**src/rtl/arrt_pkg.sv**
```systemverilog
// ----------------------------------------------------------------------------
// arrt_pkg
// Shared widths, codes and controller/datapath interface types for the
// address region range table.
// ----------------------------------------------------------------------------
package arrt_pkg;

    localparam int ADDR_W = 64;
    localparam int SIZE_W = 32;
    localparam int BAR_W  = 3;
    localparam int STAT_W = 2;
    localparam int RIDX_W = 4;

    localparam logic OP_INSERT = 1'b0;
    localparam logic OP_LOOKUP = 1'b1;

    localparam logic [STAT_W-1:0] ST_OK      = 2'd0;
    localparam logic [STAT_W-1:0] ST_MISS    = 2'd1;
    localparam logic [STAT_W-1:0] ST_OVERLAP = 2'd2;
    localparam logic [STAT_W-1:0] ST_FULL    = 2'd3;

    // Commands from the controller to the datapath.
    typedef struct packed {
        logic load;    // capture the input beat and restart the scan
        logic rd_en;   // read the table entry at the scan index
        logic test;    // compare the read entry, advance the index on no match
        logic commit;  // settle the outcome and load the result register
    } arrt_cmd_t;

    // Status from the datapath to the controller.
    typedef struct packed {
        logic count_zero;  // table holds no region
        logic last;        // scan index points at the last stored region
        logic match;       // entry just read matches the held item
        logic out_free;    // result register can take a new result
    } arrt_stat_t;

endpackage

```
**src/rtl/address_region_range_table.sv**
```systemverilog
// ----------------------------------------------------------------------------
// address_region_range_table
// Table of half-open address regions tagged with a window number, with
// overlap-checked insert and first-fit containment lookup.
// ----------------------------------------------------------------------------
//
//   Channel  Direction  Handshake            Beat contents
//   -------  ---------  -------------------  ---------------------------------
//   in       inbound    in_valid / in_stall  opcode, bar, range_start,
//                                            range_end, access_offset,
//                                            access_size
//   out      outbound   out_valid/out_stall  status, region_index
//
// Each beat scans the stored regions from the first: the scan stops at the
// first match, otherwise it visits every stored region. Each scanned region
// takes a registered table read and then a compare, and a final step loads
// the result. The next beat can be taken in the cycle after the result is
// loaded.
// After reset the table is empty; no clearing pass is needed because only
// slots below the fill count are ever read.
// A stalled output holds its result; the next input beat is still taken and
// scanned, and only the final commit waits for the result register to free.
//
// ----------------------------------------------------------------------------
module address_region_range_table
    import arrt_pkg::*;
#(
    parameter int MAX_REGIONS = 16
)
(
    input  logic              clk,
    input  logic              rst_n,
    input  logic              in_valid,
    output logic              in_stall,
    input  logic              opcode,
    input  logic [BAR_W-1:0]  bar,
    input  logic [ADDR_W-1:0] range_start,
    input  logic [ADDR_W-1:0] range_end,
    input  logic [ADDR_W-1:0] access_offset,
    input  logic [SIZE_W-1:0] access_size,
    output logic              out_valid,
    input  logic              out_stall,
    output logic [STAT_W-1:0] status,
    output logic [RIDX_W-1:0] region_index
);

    // The controller and datapath talk only through these two bundles.
    arrt_cmd_t  cmd;
    arrt_stat_t stat;

    // The sequencer owns the input handshake: a beat is taken only while it
    // waits in its idle state.
    arrt_ctrl u_ctrl
    (
        .clk      (clk),
        .rst_n    (rst_n),
        .in_valid (in_valid),
        .in_stall (in_stall),
        .stat     (stat),
        .cmd      (cmd)
    );

    // The datapath holds the region storage, the captured beat, the scan
    // index and the result register that drives the output channel.
    arrt_dpath #(
        .MAX_REGIONS (MAX_REGIONS)
    ) u_dpath
    (
        .clk           (clk),
        .rst_n         (rst_n),
        .cmd           (cmd),
        .stat          (stat),
        .opcode        (opcode),
        .bar           (bar),
        .range_start   (range_start),
        .range_end     (range_end),
        .access_offset (access_offset),
        .access_size   (access_size),
        .out_valid     (out_valid),
        .out_stall     (out_stall),
        .status        (status),
        .region_index  (region_index)
    );

endmodule

```
**src/rtl/arrt_ctrl.sv**
```systemverilog
// ----------------------------------------------------------------------------
// arrt_ctrl
// Sequencer for the region table: accepts one beat, steps the table scan
// and commits the outcome once the result register is free.
// ----------------------------------------------------------------------------
module arrt_ctrl
    import arrt_pkg::*;
(
    input  logic       clk,
    input  logic       rst_n,
    input  logic       in_valid,
    output logic       in_stall,
    input  arrt_stat_t stat,
    output arrt_cmd_t  cmd
);

    localparam logic [1:0] S_IDLE   = 2'd0;
    localparam logic [1:0] S_READ   = 2'd1;
    localparam logic [1:0] S_TEST   = 2'd2;
    localparam logic [1:0] S_FINISH = 2'd3;

    logic [1:0] state_reg;
    logic [1:0] state_next;

    always_ff @(posedge clk or negedge rst_n)
    begin
        if (!rst_n)
        begin
            state_reg <= S_IDLE;
        end
        else
        begin
            state_reg <= state_next;
        end
    end

    always_comb
    begin
        state_next = state_reg;
        cmd        = '0;
        case (state_reg)
            S_IDLE:
            begin
                if (in_valid)
                begin
                    cmd.load   = 1'b1;
                    state_next = stat.count_zero ? S_FINISH : S_READ;
                end
            end
            S_READ:
            begin
                cmd.rd_en  = 1'b1;
                state_next = S_TEST;
            end
            S_TEST:
            begin
                cmd.test = 1'b1;
                if (stat.match || stat.last)
                begin
                    state_next = S_FINISH;
                end
                else
                begin
                    state_next = S_READ;
                end
            end
            S_FINISH:
            begin
                if (stat.out_free)
                begin
                    cmd.commit = 1'b1;
                    state_next = S_IDLE;
                end
            end
            default:
            begin
                state_next = S_IDLE;
            end
        endcase
    end

    assign in_stall = (state_reg != S_IDLE);

endmodule

```
**src/rtl/arrt_dpath.sv**
```systemverilog
// ----------------------------------------------------------------------------
// arrt_dpath
// Region storage, held item, scan index, entry compare and result register
// for the region table.
// ----------------------------------------------------------------------------
module arrt_dpath
    import arrt_pkg::*;
#(
    parameter int MAX_REGIONS = 16
)
(
    input  logic              clk,
    input  logic              rst_n,
    input  arrt_cmd_t         cmd,
    output arrt_stat_t        stat,
    input  logic              opcode,
    input  logic [BAR_W-1:0]  bar,
    input  logic [ADDR_W-1:0] range_start,
    input  logic [ADDR_W-1:0] range_end,
    input  logic [ADDR_W-1:0] access_offset,
    input  logic [SIZE_W-1:0] access_size,
    output logic              out_valid,
    input  logic              out_stall,
    output logic [STAT_W-1:0] status,
    output logic [RIDX_W-1:0] region_index
);

    localparam int IDX_W = (MAX_REGIONS > 1) ? $clog2(MAX_REGIONS) : 1;
    localparam int CNT_W = $clog2(MAX_REGIONS + 1);
    localparam logic [CNT_W-1:0] CNT_MAX = CNT_W'(MAX_REGIONS);

    logic [BAR_W-1:0]  mem_window [MAX_REGIONS];
    logic [ADDR_W-1:0] mem_first  [MAX_REGIONS];
    logic [ADDR_W-1:0] mem_limit  [MAX_REGIONS];

    logic [BAR_W-1:0]  rd_window_reg;
    logic [ADDR_W-1:0] rd_first_reg;
    logic [ADDR_W-1:0] rd_limit_reg;

    logic              op_reg;
    logic [BAR_W-1:0]  bar_reg;
    logic [ADDR_W-1:0] lo_reg;
    logic [ADDR_W-1:0] hi_reg;
    logic              bad_reg;

    logic [CNT_W-1:0]  count_reg;
    logic [IDX_W-1:0]  idx_reg;
    logic              hit_reg;
    logic              out_valid_reg;
    logic [STAT_W-1:0] status_reg;
    logic [RIDX_W-1:0] index_reg;

    logic [STAT_W-1:0] status_next;
    logic [RIDX_W-1:0] index_next;
    logic              do_write;
    logic              full;
    logic              match;
    logic              overlap;
    logic              contain;
    logic [ADDR_W:0]   stop_sum;
    logic [IDX_W+RIDX_W-1:0] idx_wide;
    logic [IDX_W+RIDX_W-1:0] cnt_wide;

    // Access end, one bit wider so that a wrap past the top is seen.
    assign stop_sum = {1'b0, access_offset} + {{(ADDR_W - SIZE_W + 1){1'b0}}, access_size};

    assign full = (count_reg == CNT_MAX);

    assign overlap = !((hi_reg <= rd_first_reg) || (rd_limit_reg <= lo_reg));
    assign contain = !bad_reg && (lo_reg >= rd_first_reg) && (hi_reg <= rd_limit_reg);
    assign match   = (rd_window_reg == bar_reg) && ((op_reg == OP_LOOKUP) ? contain : overlap);

    assign idx_wide = {{RIDX_W{1'b0}}, idx_reg};
    assign cnt_wide = {{RIDX_W{1'b0}}, count_reg[IDX_W-1:0]};

    always_comb
    begin
        do_write    = 1'b0;
        status_next = ST_MISS;
        index_next  = '0;
        if (hit_reg)
        begin
            if (op_reg == OP_LOOKUP)
            begin
                status_next = ST_OK;
                index_next  = idx_wide[RIDX_W-1:0];
            end
            else
            begin
                status_next = ST_OVERLAP;
            end
        end
        else if (op_reg == OP_INSERT)
        begin
            if (full)
            begin
                status_next = ST_FULL;
            end
            else
            begin
                status_next = ST_OK;
                index_next  = cnt_wide[RIDX_W-1:0];
                do_write    = 1'b1;
            end
        end
    end

    always_ff @(posedge clk or negedge rst_n)
    begin
        if (!rst_n)
        begin
            count_reg     <= '0;
            idx_reg       <= '0;
            hit_reg       <= 1'b0;
            out_valid_reg <= 1'b0;
        end
        else
        begin
            if (cmd.load)
            begin
                idx_reg <= '0;
                hit_reg <= 1'b0;
            end
            else if (cmd.test)
            begin
                hit_reg <= match;
                if (!match)
                begin
                    idx_reg <= idx_reg + 1'b1;
                end
            end
            if (cmd.commit && do_write)
            begin
                count_reg <= count_reg + 1'b1;
            end
            if (cmd.commit)
            begin
                out_valid_reg <= 1'b1;
            end
            else if (!out_stall)
            begin
                out_valid_reg <= 1'b0;
            end
        end
    end

    always_ff @(posedge clk)
    begin
        if (cmd.load)
        begin
            op_reg  <= opcode;
            bar_reg <= bar;
            if (opcode == OP_LOOKUP)
            begin
                lo_reg  <= access_offset;
                hi_reg  <= stop_sum[ADDR_W-1:0];
                bad_reg <= (access_size == '0) || stop_sum[ADDR_W];
            end
            else
            begin
                lo_reg  <= range_start;
                hi_reg  <= range_end;
                bad_reg <= 1'b0;
            end
        end
        if (cmd.commit)
        begin
            status_reg <= status_next;
            index_reg  <= index_next;
        end
    end

    // Region storage: one write port at the fill count, one registered read.
    always_ff @(posedge clk)
    begin
        if (cmd.commit && do_write)
        begin
            mem_window[count_reg[IDX_W-1:0]] <= bar_reg;
            mem_first[count_reg[IDX_W-1:0]]  <= lo_reg;
            mem_limit[count_reg[IDX_W-1:0]]  <= hi_reg;
        end
        if (cmd.rd_en)
        begin
            rd_window_reg <= mem_window[idx_reg];
            rd_first_reg  <= mem_first[idx_reg];
            rd_limit_reg  <= mem_limit[idx_reg];
        end
    end

    assign stat.count_zero = (count_reg == '0);
    assign stat.last       = ((CNT_W'(idx_reg) + 1'b1) == count_reg);
    assign stat.match      = match;
    assign stat.out_free   = !out_valid_reg || !out_stall;

    assign out_valid    = out_valid_reg;
    assign status       = status_reg;
    assign region_index = index_reg;

endmodule
```
**config.mk**
```make
export PLATFORM = sky130hd
export DESIGN_NAME = address_region_range_table
export DESIGN_NICKNAME = d
export VERILOG_FILES = /design/src/rtl/arrt_pkg.sv /design/src/rtl/address_region_range_table.sv /design/src/rtl/arrt_ctrl.sv /design/src/rtl/arrt_dpath.sv
export SDC_FILE = /design/constraint.sdc
export NUM_CORES = 2
export LEC_CHECK = 0
export BUFFER_PORTS_ARGS = -buffer_cell sky130_fd_sc_hd__buf_2
export CAP_MARGIN = 20
export CORE_ASPECT_RATIO = 1.4
export CORE_MARGIN = 1.5
export CORE_UTILIZATION = 36
export CTS_CLUSTER_DIAMETER = 80
export DETAILED_ROUTE_END_ITERATION = 6
export GPL_TIMING_DRIVEN = 1
export SLEW_MARGIN = 20
export SYNTH_ARGS = -nofsm -noshare
export SYNTH_HDL_FRONTEND = slang
export SYNTH_HIERARCHICAL = 1
export SYNTH_SLANG_ARGS = --single-unit
```
**constraint.sdc**
```tcl
create_clock -name clk -period 26 [get_ports clk]
set_input_delay 3.9 -clock clk [delete_from_list [all_inputs] [get_ports clk]]
set_output_delay 3.9 -clock clk [all_outputs]
set_load 0.01 [all_outputs]
```
After elaboration in Yosys (flattened, before gate mapping)
Memory sizes are Yosys's and may differ from the RTL's. A register that Yosys moved wholly into a read port is not among the register bits.
Cells that the tools add are included.
- add/sub/neg operators: 4
- magnitude comparators: 4
- equality and inequality tests: 10
- multiplexer cells: 34
- reductions and logical operators: 19
- operators by type and width (operator ; number):
    less-or-equal comparator 64 bit ; 3
    two-way mux 64 bit ; 2
    adder 64 x 32 -> 65 bit ; 1
    >= comparator 64 bit ; 1
    logical NOT 32 bit ; 1
    two-way mux 4 bit ; 7
    two-way mux 1 bit ; 16
    two-way mux 2 bit ; 8
    case mux 2 bit (4 select lines) ; 1
    != test 2 bit (second input constant) ; 3
    adder 4 x 1 -> 5 bit (second input constant) ; 1
    adder 5 x 1 -> 5 bit (second input constant) ; 1
    == test 5 bit ; 1
    == test 5 bit (second input constant) ; 1
    logical NOT 5 bit ; 1
    adder 4 x 1 -> 4 bit (second input constant) ; 1
    == test 2 bit (second input constant) ; 2
    logical AND 1 bit ; 4
    logical NOT 1 bit ; 4
    logical OR 1 bit ; 4
    AND reduction 2 bit ; 2
    nonzero test 2 bit ; 2
    == test 3 bit ; 1
    == test 2 x 1 -> 1 bit (second input constant) ; 1
    2 further kinds ; 2
- flip-flop bits (word level): 152
- bits in writable memories: 2096
- bits of input ports: 232
- output and inout bits: 8
- logic and storage cells: 86
- memories kept: 3
- memory list (name ; depth ; bits a word ; rd ports ; clocked after memory_dff ; wr ports ; RTL line ; source):
    u_dpath.mem_first ; 16 ; 64 ; 1 ; 1 ; 1 ; arrt_dpath.sv:33 ; logic [ADDR_W-1:0] mem_first [MAX_REGIONS];
    u_dpath.mem_limit ; 16 ; 64 ; 1 ; 1 ; 1 ; arrt_dpath.sv:34 ; logic [ADDR_W-1:0] mem_limit [MAX_REGIONS];
    u_dpath.mem_window ; 16 ; 3 ; 1 ; 1 ; 1 ; arrt_dpath.sv:32 ; logic [BAR_W-1:0] mem_window [MAX_REGIONS];

Depth between registers and ports, before layout
- depth after elaboration: 8
- mapped depth: 13
- mapped depth without buffers: 12

Hierarchy
The synthesis kept the hierarchy.
- by module, submodules not included (module ; times used ; cells an instance ; area each (sq um)):
    arrt_dpath ; 1 ; 5611 ; 98861.1
    arrt_ctrl ; 1 ; 14 ; 121.4

Least setup slack after synthesis
No wires, ideal clock.
- path kind: input-to-reg
- from: input port out_stall
- to: memory u_dpath.mem_first[7][0], enable pin
- setup time: 0.809 ns
- arrival: 14.473 ns
- required time: 25.191 ns
- path slack: 10.718 ns
- stages on the path: 6
- buffers on the path: 1
- path through: nand2_1 and3_1 and2_1 clkbuf_1 nand2_1 nor3b_1
- RTL lines (what ; RTL line ; source):
    start, declared ; address_region_range_table.sv:42 ; input logic out_stall,
    end, declared ; arrt_dpath.sv:33 ;

Worst setup path after layout
- from: input port access_offset[9]
- to: register u_dpath.hi_reg[33], data pin
- longest elaborated chain between the ends: 2
- ends and longest elaborated chain (what ; RTL line ; source):
    start, declared ; address_region_range_table.sv:39 ; input logic [ADDR_W-1:0] access_offset,
    adder 64 x 32 -> 65 bit ; arrt_dpath.sv:65 ; assign stop_sum = {1'b0, access_offset} + {{(ADDR_W - SIZE_W + 1){1'b0}}, access_size};
    two-way mux 64 bit ; arrt_dpath.sv:153 ; if (opcode == OP_LOOKUP)
    end signal, assigned ; arrt_dpath.sv:156 ; hi_reg <= stop_sum[ADDR_W-1:0];
    end signal, assigned ; arrt_dpath.sv:162 ; hi_reg <= range_end;
    end, declared ; arrt_dpath.sv:43 ; logic [ADDR_W-1:0] hi_reg;
Every way passes these cells.
A chain may end at the register's enable or synchronous reset.

==> results by group <==
Floorplan
  – # rows: 227
  – IO Pins: 240
  – Chip Height: 623 µm
  – Starting Density: 0.362
  – Die Span X: 446 µm
  – DIE AREA: 278000 µm²
  – Core Region: 273000 µm²

Timing
  – Final Hold Fails: 0
  – Final min period: 7170 ps
  – Final WS setup: 18830 ps
  – Max Slew Vio Count: 0
  – RSZ-0062 raised after global routing: no
  – Max_slew headroom: 0.0942
  – Final Skew: 49.6 ps
  – Final setup viols: 0
  – F_max: 0.139 GHz
  – Setup_tns: 0 ps
  – Slew @ Worst Pin: 1360 ps
  – Final critical-path share of the clock period: 0.276

Routing
  – Drt initial violations: 4418
  – Detail Route Antenna Nets: 0
  – Detailed-route DRC error count: 0
  – Routed len/inst: 27.2 µm
  – TritonRoute pass-1 iters: 7
  – Via/cell ratio: 5.48
  – Routed vias: 53500
  – WL final: 266 mm

Setup path
  – CP max stage delay: 610 ps
  – CP max stage cell: ha_1
  – Critical path arrival: 7760 ps
  – CP Capture Type: flop
  – Worst Setup Start Kind: input pin
  – Worst path cell trace: buf_2, ha_1, and4_1, and3_1, o2111ai_1, buf_4, a31oi_2, nand4_1, o211a_1, o21ai_2, mux2i_1, a211o_1
  – Required @ worst endpoint: 26590 ps
  – Max FO, Critical Path: 5
  – Critical path class: input pin to flop

CTS
  – Worst-path clk slew: 70 ps
  – Clock sinks: 2379
  – Setup Buffers After CTS: 0
  – Clock Tree Root: clkbuf_16
  – Clk buf depth: 4
  – CTS resizes: 0
  – Clk_lat worst skew: 860 ps
  – CTS tree: built
  – Clock H-tree levels: 4
  – Hold_buf cts: 0
  – Num CTS Buffers: 211

Global route
  – Grt ovf: 0
  – First-pass GRT wire length: 383 mm
  – GRT Total Usage: 0.188
  – Antenna violations before repair: 8
  – Pin count of the biggest net entering global routing: 137
  – Vias in the first global route: 54900

Pwr
  – Static leakage: 38.1 nW
  – Final Power: 10.7 mW
  – Max VDD drop: 76.3 µV
  – PwrDens: 95.3 nW/µm²

Cells and area
  – Layout net count: 6456
  – Fill count: 24400
  – Share of layout cells above drive strength 1: 0.195
  – Non-Filler Instances: 9761
  – P&R area growth vs syn: 13.0%
  – Final instance area: 112000 µm²

Worst hold path
  – Hold Crit Class: flop to flop

Placement
  – DP Wirelength: 153 mm
  – Port Buffer Count: 239
  – Placer Congestion: 0.836
  – Inst Count DP: 9381
  – Pre-CTS WS: 17810 ps
  – Post-DP Area: 105000 µm²

Synth
  – Top FF cell, synth: edfxtp_1
  – Post-synth EDFFs: 2366
  – #FFs+latches synth: 2379
  – Post-Syn Area: 99000 µm²
  – Top post-synthesis cells by area: edfxtp_1 (72%), mux4_2 (6.0%), mux2i_1 (4.0%)
  – Top-area cell type share of the netlist area: 0.718
  – Synth cell types: 73
  – Syn Nets: 6151
  – Syn Inst Count: 5625
  – Register area share after synthesis: 0.721
  – Ys Warns: 6
  – Async set or reset register ratio after synthesis: 0.00546
  – Biggest area consumer among synthesized cells: edfxtp_1
  – Mean post-synth cell area: 17.6 µm²

Run status
  – Status: finished clean

Run
  – Max Cap Violations: 0
==> critical path, delay by kind of cell <==
kind            cells  cell delay [ps]
compound gates      5             1680
simple gates        3              990
fa+ha+maj           1              610
buf+inv             2              400
mux                 1              150
==> cell families (layout without fill, tap and decap cells) <==
logic type / count (synthesis) / count (layout) / share of synthesized area
mux: 883 / 883 / 0.126
compound gates: 1046 / 1046 / 0.0687
fa+ha+maj: 294 / 294 / 0.0372
xor+xnor: 62 / 62 / 0.00549
simple gates: 484 / 484 / 0.0236
other cells: 0 / 2 / 0
flops: 2379 / 2379 / 0.721
buf+inv: 477 / 947 / 0.0184
==> routing by layer <==
layer / global-route usage / routed length (µm)
met2: 0.340 / 139000
met3: 0.0187 / 11200
met5: 0 / 41
met1: 0.233 / 106000
met4: 0.0631 / 9320
==> power by group <==
part / switching, mW / total, mW / internal, mW
Clock: 1.39 / 3.20 / 1.82
Sequential: 0.313 / 4.96 / 4.64
Combinational: 1.43 / 2.49 / 1.06
==> metrics by stage <==
stage,utilization,hold slack (ps)
finish,0.409,555
global route,0.409,595
CTS,0.409,555
detailed placement,0.384,546
global placement,0.384,529
floorplan,-,489
==> synthesized netlist by cell type (10+ instances only) <==
library cell / instances
clkbuf_1: 190
and3_1: 23
nand3_1: 22
o21a_1: 10
xor2_1: 20
edfxtp_1: 2366
nor4_1: 17
dfrtp_1: 13
nand2_1: 189
nand4_1: 73
a211oi_1: 19
xnor2_1: 42
a22oi_1: 129
ha_1: 293
nor3_1: 24
o21ai_0: 292
a21o_1: 143
a221oi_1: 132
mux2_2: 218
a21oi_1: 245
mux4_2: 265
nor2b_1: 13
mux2i_1: 400
buf_1: 52
buf_2: 12
inv_1: 221
nor2_1: 79
==> placed cells by master, fill, tap and decap left out, types with 42 or more instances in the layout <==
| cell | instances |
|---|---|
| clkbuf_16 | 213 |
| xnor2_1 | 42 |
| edfxtp_1 | 2366 |
| nand2_1 | 188 |
| a22oi_1 | 129 |
| mux2i_1 | 400 |
| nor2_1 | 74 |
| buf_2 | 238 |
| mux2_2 | 218 |
| nand4_1 | 73 |
| o21ai_0 | 291 |
| a21oi_1 | 244 |
| mux4_2 | 265 |
| inv_1 | 220 |
| a221oi_1 | 132 |
| buf_4 | 97 |
| a21o_1 | 143 |
| ha_1 | 293 |
==> path summary, 6_finish.rpt <==
kind	from	endpoint	slack (ps)	cells past startpoint
setup reg to reg	u_dpath/count_reg[2]	u_dpath/mem_first[12][40]	21080	8
max in group asynchronous	rst_n	u_dpath/idx_reg[2]	22750	1
hold reg to reg	u_ctrl/state_reg[0]	u_ctrl/state_reg[0]	550	1
hold / removal	u_ctrl/state_reg[0]	u_ctrl/state_reg[0]	550	1
setup / recovery	access_offset[9]	u_dpath/hi_reg[33]	18830	12
min in group asynchronous	rst_n	u_ctrl/state_reg[0]	2950	1
==> cell type report <==
type | instances | area (µm²) | share of cell area
antenna | 2 | 5.00 | 0.0000447
clock buffer | 248 | 5460 | 0.0488
clock inverter | 130 | 1490 | 0.0133
inverter | 221 | 830 | 0.00742
multi-input combinational | 2769 | 25900 | 0.232
sequential | 2379 | 71400 | 0.638
tap | 3664 | 4580 | 0.0410
timing repair buffer | 348 | 2160 | 0.0194
No activity file was read; power rests on OpenSTA's default activity.
